`config.mk`:
```
export PLATFORM = sky130hd
export DESIGN_NAME = segment_lcd_frame_composer
export DESIGN_NICKNAME = d
export VERILOG_FILES = /design/src/slcd_pkg.sv /design/src/slcd_csr.sv /design/src/slcd_big_field.sv /design/src/slcd_small_field.sv /design/src/segment_lcd_frame_composer.sv
export VERILOG_INCLUDE_DIRS = /design/src /design/src/src
export SDC_FILE = /design/constraint.sdc
export NUM_CORES = 1
export LEC_CHECK = 0
export BUFFER_PORTS_ARGS = -buffer_cell sky130_fd_sc_hd__buf_2
export CAP_MARGIN = 20
export CORE_MARGIN = 2
export CORE_UTILIZATION = 27
export CTS_BUF_LIST = sky130_fd_sc_hd__clkbuf_2 sky130_fd_sc_hd__clkbuf_4 sky130_fd_sc_hd__clkbuf_8
export DETAILED_ROUTE_END_ITERATION = 8
export PLACE_DENSITY = 0.52
export SYNTH_ARGS = -nofsm -noshare
export SYNTH_HDL_FRONTEND = slang
export SYNTH_SLANG_ARGS = --single-unit
```
`constraint.sdc`:
```
create_clock -name clock -period 38.9 [get_ports clock]
set_clock_uncertainty 0.1 [all_clocks]
set_input_delay 11.67 -clock clock [delete_from_list [all_inputs] [get_ports clock]]
set_output_delay 11.67 -clock clock [all_outputs]
set_load 0.1 [all_outputs]
```
`src/assert_macros.svh`:
```
// Assertion macros shared by the segment LCD frame composer RTL.
// Needs nothing but the clock and reset names handed in by the caller.
`ifndef ASSERT_MACROS_SVH
`define ASSERT_MACROS_SVH

// Check a condition at every clock edge outside reset
`define ASSERT_ALWAYS(label, clk, rst, cond) \
   label: assert property (@(posedge clk) disable iff (rst) (cond)) \
      else $error("assertion failed: label");

// Check that a trigger is followed by a condition in the next cycle
`define ASSERT_NEXT(label, clk, rst, trig, cond) \
   label: assert property (@(posedge clk) disable iff (rst) (trig) |=> (cond)) \
      else $error("assertion failed: label");

`endif

```
`src/slcd_pkg.sv`:
```
// Shared types, glyph tables and decimal digit helper for the segment LCD
// frame composer. Depends on nothing; every other .sv source file uses it.
`timescale 1ns / 1ps

package slcd_pkg;

   // Register index of the configuration port
   localparam logic REG_DISPLAY_ENABLED = 1'b0;

   // Decimal place selectors for dec_digit
   localparam logic [1:0] PLACE_THOUSANDS = 2'd0;
   localparam logic [1:0] PLACE_HUNDREDS  = 2'd1;
   localparam logic [1:0] PLACE_TENS      = 2'd2;

   // Multiples of each decimal place, k times the place for k = 0..9
   localparam logic [13:0] PLACE_MULT [3][10] = '{
      '{14'd0, 14'd1000, 14'd2000, 14'd3000, 14'd4000,
        14'd5000, 14'd6000, 14'd7000, 14'd8000, 14'd9000},
      '{14'd0, 14'd100, 14'd200, 14'd300, 14'd400,
        14'd500, 14'd600, 14'd700, 14'd800, 14'd900},
      '{14'd0, 14'd10, 14'd20, 14'd30, 14'd40,
        14'd50, 14'd60, 14'd70, 14'd80, 14'd90}
   };

   // Glyphs for the large field's upper digits
   localparam logic [7:0] GLYPH_HI7 [10] = '{
      8'hFA, 8'h60, 8'hD6, 8'hF4, 8'h6C, 8'hBC, 8'hBE, 8'hE0, 8'hFE, 8'hFC
   };
   // Glyphs for the large field's last digit, split over bytes 4 and 5
   localparam logic [7:0] GLYPH_MID [10] = '{
      8'hAF, 8'h06, 8'h6D, 8'h4F, 8'hC6, 8'hCB, 8'hEB, 8'h0E, 8'hEF, 8'hCF
   };
   // Glyphs for the small field
   localparam logic [7:0] GLYPH_SM [10] = '{
      8'h5F, 8'h06, 8'h6B, 8'h2F, 8'h36, 8'h3D, 8'h7D, 8'h07, 8'h7F, 8'h3F
   };

   typedef struct packed {
      logic [3:0]  q;
      logic [13:0] r;
   } digit_split_type;

   // Segments produced by the large field
   typedef struct packed {
      logic [7:0] seg7;
      logic [7:0] seg6;
      logic [2:0] mid_hi;   // byte 5 bits 7..5
      logic [3:0] mid_lo;   // byte 4 bits 3..0
      logic       point;    // byte 5 bit 0
   } big_seg_type;

   // Split off one decimal digit: nine parallel compares against the
   // multiples of the chosen place, value below ten times that place.
   function automatic digit_split_type dec_digit(input logic [13:0] v,
                                                 input logic [1:0]  place);
      digit_split_type res;
      res.q = 4'd0;
      res.r = v;
      for (int k = 1; k < 10; k++) begin
         if (v >= PLACE_MULT[place][k]) begin
            res.q = 4'(k);
            res.r = v - PLACE_MULT[place][k];
         end
      end
      return res;
   endfunction

endpackage

```
`src/slcd_csr.sv`:
```
// Configuration register block of the segment LCD frame composer.
// Uses slcd_pkg for the register index.
`timescale 1ns / 1ps

module slcd_csr (
   input  logic        clock,
   input  logic        reset,
   input  logic        csr_psel,
   input  logic        csr_penable,
   input  logic        csr_pwrite,
   input  logic [2:0]  csr_paddr,
   input  logic [31:0] csr_pwdata,
   output logic [31:0] csr_prdata,
   output logic        csr_pready,
   output logic        display_enabled
);

   logic display_enabled_ff;
   logic display_enabled_in;
   logic wr_en;

   assign csr_pready = 1'b1;
   assign wr_en = csr_psel && csr_penable && csr_pwrite
                  && (csr_paddr[2] == slcd_pkg::REG_DISPLAY_ENABLED);

   // Take a write in the access phase
   always_comb begin
      display_enabled_in = display_enabled_ff;
      if (wr_en) begin
         display_enabled_in = csr_pwdata[0];
      end
   end

   always_ff @(posedge clock) begin
      if (reset) begin
         display_enabled_ff <= 1'b1;
      end else begin
         display_enabled_ff <= display_enabled_in;
      end
   end

   // Read back; the unused address reads as zero
   assign csr_prdata = (csr_paddr[2] == slcd_pkg::REG_DISPLAY_ENABLED)
                       ? {31'd0, display_enabled_ff} : 32'd0;

   assign display_enabled = display_enabled_ff;

endmodule

```
`src/slcd_big_field.sv`:
```
// Large three-and-a-half digit field: Hi/Lo, rounding of large values and
// decimal point handling. Uses slcd_pkg for glyphs and digit splitting.
`timescale 1ns / 1ps

module slcd_big_field (
   input  logic signed [15:0]  big_value,
   output slcd_pkg::big_seg_type seg
);

   localparam logic signed [15:0] HI_LIMIT    = 16'sd19995;
   localparam logic signed [15:0] LO_LIMIT    = -16'sd995;
   localparam logic signed [15:0] POINT_LIMIT = 16'sd1995;
   localparam logic [15:0] ROUND_HALF   = 16'd5;
   localparam logic [14:0] TEN_K        = 15'd10000;
   localparam logic [14:0] TWENTY_K     = 15'd20000;
   localparam logic [14:0] ONE_K        = 15'd1000;
   localparam logic [14:0] ONE_HUNDRED  = 15'd100;
   localparam logic [7:0]  HI_SEG7      = 8'h6E;
   localparam logic [7:0]  HI_SEG6      = 8'h02;
   localparam logic [7:0]  LO_SEG7      = 8'h1A;
   localparam logic [7:0]  LO_SEG6      = 8'h36;
   localparam logic [7:0]  MINUS_SEG6   = 8'h04;
   localparam logic [7:0]  LEAD_ONE     = 8'h01;

   logic        is_hi, is_lo, is_large, is_neg;
   logic [15:0] sum_val, neg_val;
   logic [14:0] mag;
   logic [13:0] low_part;
   logic        lead, show_hund;
   logic [3:0]  hund_d, tens_d, ones_d;
   logic [7:0]  mid_glyph;
   slcd_pkg::digit_split_type s3, s2, s1;

   assign is_hi    = big_value > HI_LIMIT;
   assign is_lo    = big_value < LO_LIMIT;
   assign is_large = big_value > POINT_LIMIT;
   assign is_neg   = big_value[15];

   // Magnitude to show; large values carry the rounding half
   assign sum_val = $unsigned(big_value) + ROUND_HALF;
   assign neg_val = 16'd0 - $unsigned(big_value);
   assign mag = is_large ? sum_val[14:0] : (is_neg ? neg_val[14:0] : big_value[14:0]);

   // Drop the ten-thousands, then split the remaining digits
   assign low_part = (mag >= TWENTY_K) ? 14'(mag - TWENTY_K)
                   : (mag >= TEN_K)    ? 14'(mag - TEN_K) : mag[13:0];
   assign s3 = slcd_pkg::dec_digit(low_part, slcd_pkg::PLACE_THOUSANDS);
   assign s2 = slcd_pkg::dec_digit(s3.r, slcd_pkg::PLACE_HUNDREDS);
   assign s1 = slcd_pkg::dec_digit(s2.r, slcd_pkg::PLACE_TENS);

   // Large values drop their last digit, which stands for the division by ten
   always_comb begin
      if (is_large) begin
         lead      = mag >= TEN_K;
         show_hund = mag >= ONE_K;
         hund_d    = s3.q;
         tens_d    = s2.q;
         ones_d    = s1.q;
      end else begin
         lead      = mag >= ONE_K;
         show_hund = mag >= ONE_HUNDRED;
         hund_d    = s2.q;
         tens_d    = s1.q;
         ones_d    = s1.r[3:0];
      end
   end

   assign mid_glyph = slcd_pkg::GLYPH_MID[ones_d];

   // Assemble the field, Hi and Lo override the digits
   always_comb begin
      if (is_hi) begin
         seg.seg7   = HI_SEG7;
         seg.seg6   = HI_SEG6;
         seg.mid_hi = 3'd0;
         seg.mid_lo = 4'd0;
         seg.point  = 1'b0;
      end else if (is_lo) begin
         seg.seg7   = LO_SEG7;
         seg.seg6   = LO_SEG6;
         seg.mid_hi = 3'd0;
         seg.mid_lo = 4'd0;
         seg.point  = 1'b0;
      end else begin
         seg.seg7   = (lead ? LEAD_ONE : 8'd0)
                      | (show_hund ? slcd_pkg::GLYPH_HI7[hund_d] : 8'd0);
         seg.seg6   = (is_neg ? MINUS_SEG6 : 8'd0) | slcd_pkg::GLYPH_HI7[tens_d];
         seg.mid_hi = mid_glyph[7:5];
         seg.mid_lo = mid_glyph[3:0];
         seg.point  = !is_large;
      end
   end

endmodule

```
`src/slcd_small_field.sv`:
```
// Small two digit field with Hi/Lo and minus sign.
// Uses slcd_pkg for glyphs and digit splitting.
`timescale 1ns / 1ps

module slcd_small_field (
   input  logic signed [15:0] small_value,
   output logic [7:0]         seg1,
   output logic [7:0]         seg2
);

   localparam logic signed [15:0] HI_LIMIT = 16'sd99;
   localparam logic signed [15:0] LO_LIMIT = -16'sd9;
   localparam logic [7:0] HI_SEG1    = 8'h76;
   localparam logic [7:0] HI_SEG2    = 8'h40;
   localparam logic [7:0] LO_SEG1    = 8'h58;
   localparam logic [7:0] LO_SEG2    = 8'h6C;
   localparam logic [7:0] MINUS_SEG1 = 8'h20;

   logic        is_hi, is_lo, is_neg;
   logic [15:0] neg_val;
   logic [6:0]  mag;
   slcd_pkg::digit_split_type ts;

   assign is_hi   = small_value > HI_LIMIT;
   assign is_lo   = small_value < LO_LIMIT;
   assign is_neg  = small_value[15];
   assign neg_val = 16'd0 - $unsigned(small_value);
   assign mag     = is_neg ? neg_val[6:0] : small_value[6:0];
   assign ts      = slcd_pkg::dec_digit({7'd0, mag}, slcd_pkg::PLACE_TENS);

   // Tens digit or minus sign in byte 1, units in byte 2
   always_comb begin
      if (is_hi) begin
         seg1 = HI_SEG1;
         seg2 = HI_SEG2;
      end else if (is_lo) begin
         seg1 = LO_SEG1;
         seg2 = LO_SEG2;
      end else begin
         if (ts.q != 4'd0) begin
            seg1 = slcd_pkg::GLYPH_SM[ts.q];
         end else if (is_neg) begin
            seg1 = MINUS_SEG1;
         end else begin
            seg1 = 8'd0;
         end
         seg2 = slcd_pkg::GLYPH_SM[ts.r[3:0]];
      end
   end

endmodule

```
`src/segment_lcd_frame_composer.sv`:
```
// Segment LCD frame composer: one display update word in, one 8-byte frame out.
// A word taken waits in the input register and moves into the result register once that register is free.
// Throughput: one word per cycle; the input register and result register
// stall together only while rsp_tready is low and the result is still held.
// Reset (synchronous, active high) clears both valids and the work and sent
// frames, and sets display_enabled to one.
`timescale 1ns / 1ps

module segment_lcd_frame_composer (
   input  logic        clock,
   input  logic        reset,
   // req_tdata, from bit 0: big_value[15:0], small_value[31:16],
   // percent_sign[32], battery_on[33], battery_level[41:34],
   // smiley_code[44:42], unit_code[47:45]
   input  logic        req_tvalid,
   output logic        req_tready,
   input  logic [47:0] req_tdata,
   // rsp_tdata, from bit 0: frame[63:0]
   output logic        rsp_tvalid,
   input  logic        rsp_tready,
   output logic [63:0] rsp_tdata,
   // rsp_tuser, from bit 0: changed[0]
   output logic        rsp_tuser,
   input  logic        csr_psel,
   input  logic        csr_penable,
   input  logic        csr_pwrite,
   input  logic [2:0]  csr_paddr,
   input  logic [31:0] csr_pwdata,
   output logic [31:0] csr_prdata,
   output logic        csr_pready
);

   `include "assert_macros.svh"

   localparam logic [7:0] BAR1_LEVEL = 8'd20;
   localparam logic [7:0] BAR2_LEVEL = 8'd36;
   localparam logic [7:0] BAR3_LEVEL = 8'd52;
   localparam logic [7:0] BAR4_LEVEL = 8'd68;
   localparam logic [7:0] BAR5_LEVEL = 8'd84;

   logic        display_enabled;
   logic        s1_valid_ff, s1_valid_in;
   logic [47:0] s1_data_ff;
   logic        rsp_valid_ff, rsp_valid_in;
   logic [63:0] rsp_frame_ff;
   logic        rsp_changed_ff;
   logic [63:0] work_frame_ff, work_frame_in;
   logic [63:0] sent_frame_ff, sent_frame_in;
   logic        s1_advance;
   logic        req_take;
   logic        frame_changed;

   logic signed [15:0] big_value, small_value;
   logic        percent_sign, battery_on;
   logic [7:0]  battery_level;
   logic [2:0]  smiley_code, unit_code;
   slcd_pkg::big_seg_type big_seg;
   logic [7:0]  seg0, seg1, seg2, seg3, seg4, seg5;
   logic [63:0] frame;

   slcd_csr u_csr (
      .clock           (clock),
      .reset           (reset),
      .csr_psel        (csr_psel),
      .csr_penable     (csr_penable),
      .csr_pwrite      (csr_pwrite),
      .csr_paddr       (csr_paddr),
      .csr_pwdata      (csr_pwdata),
      .csr_prdata      (csr_prdata),
      .csr_pready      (csr_pready),
      .display_enabled (display_enabled)
   );

   // Handshake: the input register moves on whenever the result register frees
   assign s1_advance = s1_valid_ff && (!rsp_valid_ff || rsp_tready);
   assign req_tready = !s1_valid_ff || !rsp_valid_ff || rsp_tready;
   assign req_take   = req_tvalid && req_tready;

   // Unpack the held word
   assign big_value     = $signed(s1_data_ff[15:0]);
   assign small_value   = $signed(s1_data_ff[31:16]);
   assign percent_sign  = s1_data_ff[32];
   assign battery_on    = s1_data_ff[33];
   assign battery_level = s1_data_ff[41:34];
   assign smiley_code   = s1_data_ff[44:42];
   assign unit_code     = s1_data_ff[47:45];

   slcd_big_field u_big (
      .big_value (big_value),
      .seg       (big_seg)
   );

   slcd_small_field u_small (
      .small_value (small_value),
      .seg1        (seg1),
      .seg2        (seg2)
   );

   // Smiley segments; the upper nibble keeps what the last frame held
   assign seg0 = {work_frame_ff[7:4], smiley_code[0], smiley_code[1],
                  smiley_code[0] | smiley_code[1], smiley_code[2]};

   // Battery bars; untouched segments of byte 3 hold
   assign seg3 = {work_frame_ff[31],
                  battery_on && (battery_level > BAR1_LEVEL),
                  battery_on && (battery_level > BAR2_LEVEL),
                  work_frame_ff[28], work_frame_ff[27],
                  battery_on && (battery_level > BAR4_LEVEL),
                  battery_on && (battery_level > BAR3_LEVEL),
                  work_frame_ff[24]};

   // Percent, battery outline and top bar, low half of the last big digit
   assign seg4 = {percent_sign, battery_on,
                  battery_on && (battery_level > BAR5_LEVEL),
                  1'b0, big_seg.mid_lo};

   // Upper half of the last big digit, unit segments and the point
   assign seg5 = {big_seg.mid_hi, 1'b0, unit_code[0], unit_code[2], unit_code[1],
                  big_seg.point};

   assign frame = {big_seg.seg7, big_seg.seg6, seg5, seg4, seg3, seg2, seg1, seg0};
   assign frame_changed = display_enabled && (frame != sent_frame_ff);

   // Next state of valids and frame copies
   always_comb begin
      s1_valid_in   = s1_valid_ff;
      rsp_valid_in  = rsp_valid_ff;
      work_frame_in = work_frame_ff;
      sent_frame_in = sent_frame_ff;
      if (rsp_valid_ff && rsp_tready) begin
         rsp_valid_in = 1'b0;
      end
      if (s1_advance) begin
         s1_valid_in   = 1'b0;
         rsp_valid_in  = 1'b1;
         work_frame_in = frame;
         if (frame_changed) begin
            sent_frame_in = frame;
         end
      end
      if (req_take) begin
         s1_valid_in = 1'b1;
      end
   end

   always_ff @(posedge clock) begin
      if (reset) begin
         s1_valid_ff   <= 1'b0;
         rsp_valid_ff  <= 1'b0;
         work_frame_ff <= 64'd0;
         sent_frame_ff <= 64'd0;
      end else begin
         s1_valid_ff   <= s1_valid_in;
         rsp_valid_ff  <= rsp_valid_in;
         work_frame_ff <= work_frame_in;
         sent_frame_ff <= sent_frame_in;
      end
   end

   // Payload registers
   always_ff @(posedge clock) begin
      if (req_take) begin
         s1_data_ff <= req_tdata;
      end
      if (s1_advance) begin
         rsp_frame_ff   <= frame;
         rsp_changed_ff <= frame_changed;
      end
   end

   assign rsp_tvalid = rsp_valid_ff;
   assign rsp_tdata  = rsp_frame_ff;
   assign rsp_tuser  = rsp_changed_ff;

   // A frame flagged as changed is the one now marked as sent
   `ASSERT_ALWAYS(a_changed_is_sent, clock, reset,
                  !(rsp_valid_ff && rsp_changed_ff) || (sent_frame_ff == rsp_frame_ff))
   // Both registers full and the output stalled: no word may be taken
   `ASSERT_ALWAYS(a_full_blocks_input, clock, reset,
                  !(s1_valid_ff && rsp_valid_ff && !rsp_tready) || !req_tready)
   // A disabled display never flags a change
   `ASSERT_NEXT(a_disabled_no_change, clock, reset,
                s1_advance && !display_enabled, !rsp_changed_ff)

endmodule

```
Word level (Yosys, flattened, before mapping)
Memory sizes are Yosys's and may differ from the RTL's.
Index checks and enable logic that the tools add are counted.
{"block": "word_totals", "n_memories": 5, "romBits": 640, "regBits": 160}
{"name": "(name not given)", "depth": 16, "word_bits": 8, "read_ports": 1, "rd_ports_with_merged_regs": 0, "wr": 0, "line": "slcd_small_field.sv:41", "rtl": "seg1 = slcd_pkg::GLYPH_SM[ts.q];"}
{"name": "(name not given)", "depth": 16, "word_bits": 8, "read_ports": 1, "rd_ports_with_merged_regs": 0, "wr": 0, "line": "slcd_small_field.sv:47", "rtl": "seg2 = slcd_pkg::GLYPH_SM[ts.r[3:0]];"}
{"name": "(name not given)", "depth": 16, "word_bits": 8, "read_ports": 1, "rd_ports_with_merged_regs": 0, "wr": 0, "line": "slcd_big_field.sv:68", "rtl": "assign mid_glyph = slcd_pkg::GLYPH_MID[ones_d];"}
{"name": "(name not given)", "depth": 16, "word_bits": 8, "read_ports": 1, "rd_ports_with_merged_regs": 0, "wr": 0, "line": "slcd_big_field.sv:86", "rtl": "| (show_hund ? slcd_pkg::GLYPH_HI7[hund_d] : 8'd0);"}
{"name": "(name not given)", "depth": 16, "word_bits": 8, "read_ports": 1, "rd_ports_with_merged_regs": 0, "wr": 0, "line": "slcd_big_field.sv:87", "rtl": "seg.seg6 = (is_neg ? MINUS_SEG6 : 8'd0) | slcd_pkg::GLYPH_HI7[tens_d];"}
{"block": "op_classes", "muxes": 72, "bitwise": 9, "n_reduce_logical": 22, "n_addsub": 41, "eq_ne": 1, "order_cmp": 55}
{"operator": "17-bit 2-to-1 mux", "n": 16}
{"operator": "18-bit 2-to-1 mux", "n": 8}
{"operator": "16-bit 2-to-1 mux", "n": 8}
{"operator": "8-bit 2-to-1 mux", "n": 16}
{"operator": "15-bit 2-to-1 mux", "n": 6}
{"operator": "14-bit by 10-bit >= comparator with 1-bit output, second input constant", "n": 5}
{"operator": "14-bit by 10-bit subtractor with 14-bit output, second input constant", "n": 5}
{"operator": "14-bit by 13-bit >= comparator with 1-bit output, second input constant", "n": 4}
{"operator": "14-bit by 7-bit >= comparator with 1-bit output, second input constant", "n": 4}
{"operator": "14-bit by 13-bit subtractor with 14-bit output, second input constant", "n": 4}
{"operator": "14-bit by 7-bit subtractor with 14-bit output, second input constant", "n": 4}
{"operator": "54-bit inequality test", "n": 1}
{"operator": "24-bit 2-to-1 mux", "n": 2}
{"operator": "14-bit by 6-bit >= comparator with 1-bit output, second input constant", "n": 3}
{"operator": "14-bit by 9-bit >= comparator with 1-bit output, second input constant", "n": 3}
{"operator": "14-bit by 12-bit subtractor with 14-bit output, second input constant", "n": 3}
{"operator": "14-bit by 6-bit subtractor with 14-bit output, second input constant", "n": 3}
{"operator": "14-bit by 9-bit subtractor with 14-bit output, second input constant", "n": 3}
{"operator": "14-bit by 12-bit >= comparator with 1-bit output, second input constant", "n": 2}
{"operator": "14-bit by 5-bit >= comparator with 1-bit output, second input constant", "n": 2}
{"operator": "14-bit 2-to-1 mux", "n": 2}
{"operator": "14-bit subtractor, second input constant", "n": 2}
{"operator": "14-bit by 5-bit subtractor with 14-bit output, second input constant", "n": 2}
{"operator": "5-bit >= comparator, second input constant", "n": 5}
{"operator": "other kinds (45)", "n": 87}

Logic depth before layout (Yosys ltp)
{"block": "depth", "ltp_word": 47, "mapped_depth": 66}

Cells and area by module
Synthesis repeated with hierarchy kept, for this count alone.
{"block": "unflattened", "cells_unflattened": 1951, "area_unflattened_um2": 16834.9}
{"module": "slcd_big_field", "seq_area_each_um2": 0.0, "area_each_um2": 8448.1, "instances": 1, "cells_per_inst": 1240}
{"module": "segment_lcd_frame_composer", "seq_area_each_um2": 4214.0, "area_each_um2": 6523.8, "instances": 1, "cells_per_inst": 463}
{"module": "slcd_small_field", "seq_area_each_um2": 0.0, "area_each_um2": 1547.7, "instances": 1, "cells_per_inst": 208}
{"module": "slcd_csr", "seq_area_each_um2": 20.0, "area_each_um2": 315.3, "instances": 1, "cells_per_inst": 40}

Worst setup path after synthesis
Ideal clock, no wire load.
{"block": "synth_timing", "path_type": "in2out", "start": "input csr_paddr[2]", "end": "output csr_prdata[0]", "arrival_time_ps": 13005, "slack_ps": 14125, "path_buffers": 0, "path_stages": 1, "path_cell_list": "nor2b_1"}
{"block": "synth_between", "elab_chain_len": 1}
{"element": "from (decl)", "line": "segment_lcd_frame_composer.sv:27", "rtl": "input logic [2:0] csr_paddr,"}
{"element": "1-bit 2-to-1 mux", "line": "slcd_csr.sv:44", "rtl": "? {31'd0, display_enabled_ff} : 32'd0;"}
{"element": "to (decl)", "line": "segment_lcd_frame_composer.sv:29", "rtl": "output logic [31:0] csr_prdata,"}
No other way between the ends.

Worst setup path in the final report
{"block": "layout_timing", "start": "input rsp_tready", "end": "output req_tready"}
{"block": "layout_between", "elab_chain_len": 1}
{"element": "from (decl)", "line": "segment_lcd_frame_composer.sv:20", "rtl": "input logic rsp_tready,"}
{"element": "1-bit logical OR", "line": "segment_lcd_frame_composer.sv:76", "rtl": "assign req_tready = !s1_valid_ff || !rsp_valid_ff || rsp_tready;"}
{"element": "to (decl)", "line": "segment_lcd_frame_composer.sv:16", "rtl": "output logic req_tready,"}
No other way between the ends.

==> qor.txt <==
Final setup viols -> 0
DRC Markers -> 0
DIE WIDTH -> 251 um
Post-detail-place hpwl -> 44000 um
Num rows -> 90
Post-synth EDFFs -> 100
Area fraction in and, or, nand and nor cells after synthesis -> 0.245
Vias in the first global route -> 16100
Commonest non-fill, non-tap cell in the layout -> nand2_1
Total Power -> 1.29 mW
Post-Synth XOR/XNOR Area -> 0.0409
Fraction of layout cells with a size suffix above 1 -> 0.126
Top FF cell, synth -> edfxtp_1
CP arrival -> 12340 ps
R2R setup slack -> 21180 ps
Relative slew slack -> 0.286
Seq/Total Area, Yosys -> 0.247
Clock buffer count from CTS -> 17
Placed cell area -> 0.0177 mm2
# diodes -> 0
Deepest clock path buffer count -> 2
Post-Syn Area -> 0.0165 mm2
Die Area -> 0.0632 mm2
Via density -> 5.87
Power density over cell area -> 71.2 mW/mm2
Die Span Y -> 251 um
Starting density of the core -> 0.273
RSZ-0062 raised after global routing -> false
Post CTS Setup Buffer Count -> 0
Status -> completed
Ys async rst share -> 0
Initial antenna violation count -> 2
Final period utilization -> 0.620
GPL Wtd Cong -> 0.989
Hold Crit Class -> reg2reg
Lkg Pwr -> 6.64 nW
Number of I/O port buffers -> 111
Fin area -> 0.0181 mm2
Worst path cell trace -> buf_2, nor2b_1, nand2_1, buf_2
R2r endpoint -> rsp_tuser$_DFFE_PP_
Final-stage net count -> 2288
Largest family of logic cells by synthesized area -> compound AO/OA/AOI/OAI gates
FF+latch area -> 0.00408 mm2
Post-Syn Instances -> 2055
Synthesis-stage register bit count -> 154
Post-route minimum period -> 24110 ps
CTS sink cnt -> 154
Peak supply drop -> 0.0000420 V
Worst Setup Start Kind -> primary input
Worst setup path category -> in2out
Worst hold path depth -> 2
Multi-input gate area -> 0.0114 mm2
Routed via count -> 17000
FILL cells -> 6461
Fmax -> 41.5 MHz
Slew Limit Fails -> 0
First-pass GRT wire length -> 92900 um
Min-delay src -> sent_frame_ff[49]$_SDFFE_PP0P_
Critical path's top delay family -> buffers and inverters
Global route overflow -> 0
Worst path most repeated cell -> buf_2
Worst EP required -> 27130 ps
Total GRT Usage -> 0.183
Layout area overhead -> 9.49%
CTS HTree Levels -> 4
CP max-delay cell -> buf_2
Hold Violations, Final -> 0
Post-route ant nets -> 0
Max cap viols -> 0
Io pins -> 190
Mean post-synth cell area -> 8.04 um2
DRT Wirelength -> 59700 um
Reg2Reg Launch Point -> s1_data_ff[12]$_DFFE_PP_
1st-iter DRT viols -> 1760
Synth Area in Adders -> 0.0665
YS warnings -> 0
Slowest stage delay, CP -> 290 ps
CTS clk-pin slew, worst paths -> 90 ps
Largest net degree at the start of global routing -> 64
Compound-Gate Fraction of Synth Area -> 0.313
Critical Path Fanout Max -> 3
Clock Latency Late Sink -> 490 ps
Core ar. -> 0.0605 mm2
Drt pass-1 iters -> 6
Worst-margin pin slew -> 1070 ps
TritonCTS clock tree -> built
Most frequent cells in the layout -> nand2_1, nor2_1, a21oi_1
Hold endpoint -> sent_frame_ff[49]$_SDFFE_PP0P_
Register-to-Register Path Depth -> 55
Synth cell types -> 117
Post-cts resize count -> 0
Setup TNS -> 0 ps
WL per Instance -> 20.5 um
Clock Tree Root -> clkbuf_8
Cts hold-fix bufs -> 0
Post-synthesis mux area share -> 0.0151
Crit end category -> output port
Crit path buf inv count -> 2
-- worst max path at each step --
stage	start	endpoint	slack, ps	cells past startpoint
2_1_floorplan	csr_paddr[2]	csr_prdata[0]	14120	1
3_3_place_gp	rsp_tready	req_tready	14780	4
3_5_place_dp	rsp_tready	req_tready	14800	4
4_1_cts	rsp_tready	req_tready	14790	4
5_1_grt	rsp_tready	req_tready	14750	4
6_report	rsp_tready	req_tready	14790	4
-- metal layers --
metal  routed length (um)  track usage  vias to the layer above
met2                27800        0.304                      696
li1                     -            -                     7961
met3                 3580       0.0251                      112
met5                   13            0                        -
met1                26700        0.244                     8277
met4                 1580       0.0594                        2
-- cell usage after synthesis, types with 33 or more instances --
cell type | count | area, um2
a211oi_1 | 52 | 390
a21oi_1 | 121 | 606
and2_1 | 33 | 206
and3_1 | 39 | 244
buf_2 | 36 | 180
buf_4 | 51 | 383
clkbuf_1 | 60 | 225
dfxtp_1 | 54 | 1080
edfxtp_1 | 100 | 3000
ha_1 | 87 | 1090
inv_1 | 87 | 327
nand2_1 | 175 | 657
nand3_1 | 69 | 345
nand4_1 | 49 | 307
nor2_1 | 155 | 582
nor3_1 | 58 | 290
o211ai_1 | 38 | 285
o21ai_0 | 79 | 395
xnor2_1 | 55 | 482
-- state kept, by name (all words and copies together) (netlist names) --
signal and count:
sent_frame_ff 51, s1_valid_ff 1, u_csr.display_enabled 1, rsp_tuser 1
rsp_tdata 51, s1_data_ff 48, rsp_tvalid 1
-- cell type report --
type / instances / share of cell area
inverters: 91 / 0.0189
multi-input cells: 1694 / 0.632
flip-flops and latches: 154 / 0.226
repair buffers: 153 / 0.0482
clock buffers: 19 / 0.0138
clock inverters: 13 / 0.00747
well taps: 782 / 0.0541
-- kinds of logic (layout without fill, tap and decap cells) --
group | Yosys count | count (layout)
xor gates and xnor gates | 72 | 72
adders and majority gates | 88 | 88
AOI/OAI and AO/OA | 695 | 695
and+or+nand+nor | 770 | 770
muxes | 24 | 24
DFF | 154 | 154
buffers and inverters | 250 | 276
other | 2 | 45
-- power breakdown --
group | switching (mW) | internal [mW]
registers | 0.0127 | 0.190
logic | 0.670 | 0.292
clock network | 0.0691 | 0.0539
-- worst reg2reg max path, delay by kind of cell (launching register included) --
kind,cells,cell delay [ps]
buf+inv,3,1020
compound gates,20,6770
flops,1,510
mux,1,240
xor+xnor,2,760
fa+ha+maj,5,1490
simple gates,24,6570
-- per-stage QoR --
stage | hold WS, ps | cells | util | setup WS [ps]
after CTS | 370 | 2906 | 0.299 | 14790
after detailed placement | 355 | 2874 | 0.293 | 14800
after floorplan | 339 | 2098 | - | 14120
after global placement | 355 | 2874 | 0.293 | 14780
after global routing | 396 | 2906 | 0.299 | 14750
final | 371 | 2906 | 0.299 | 14790
(Power assumes the default switching activity.)
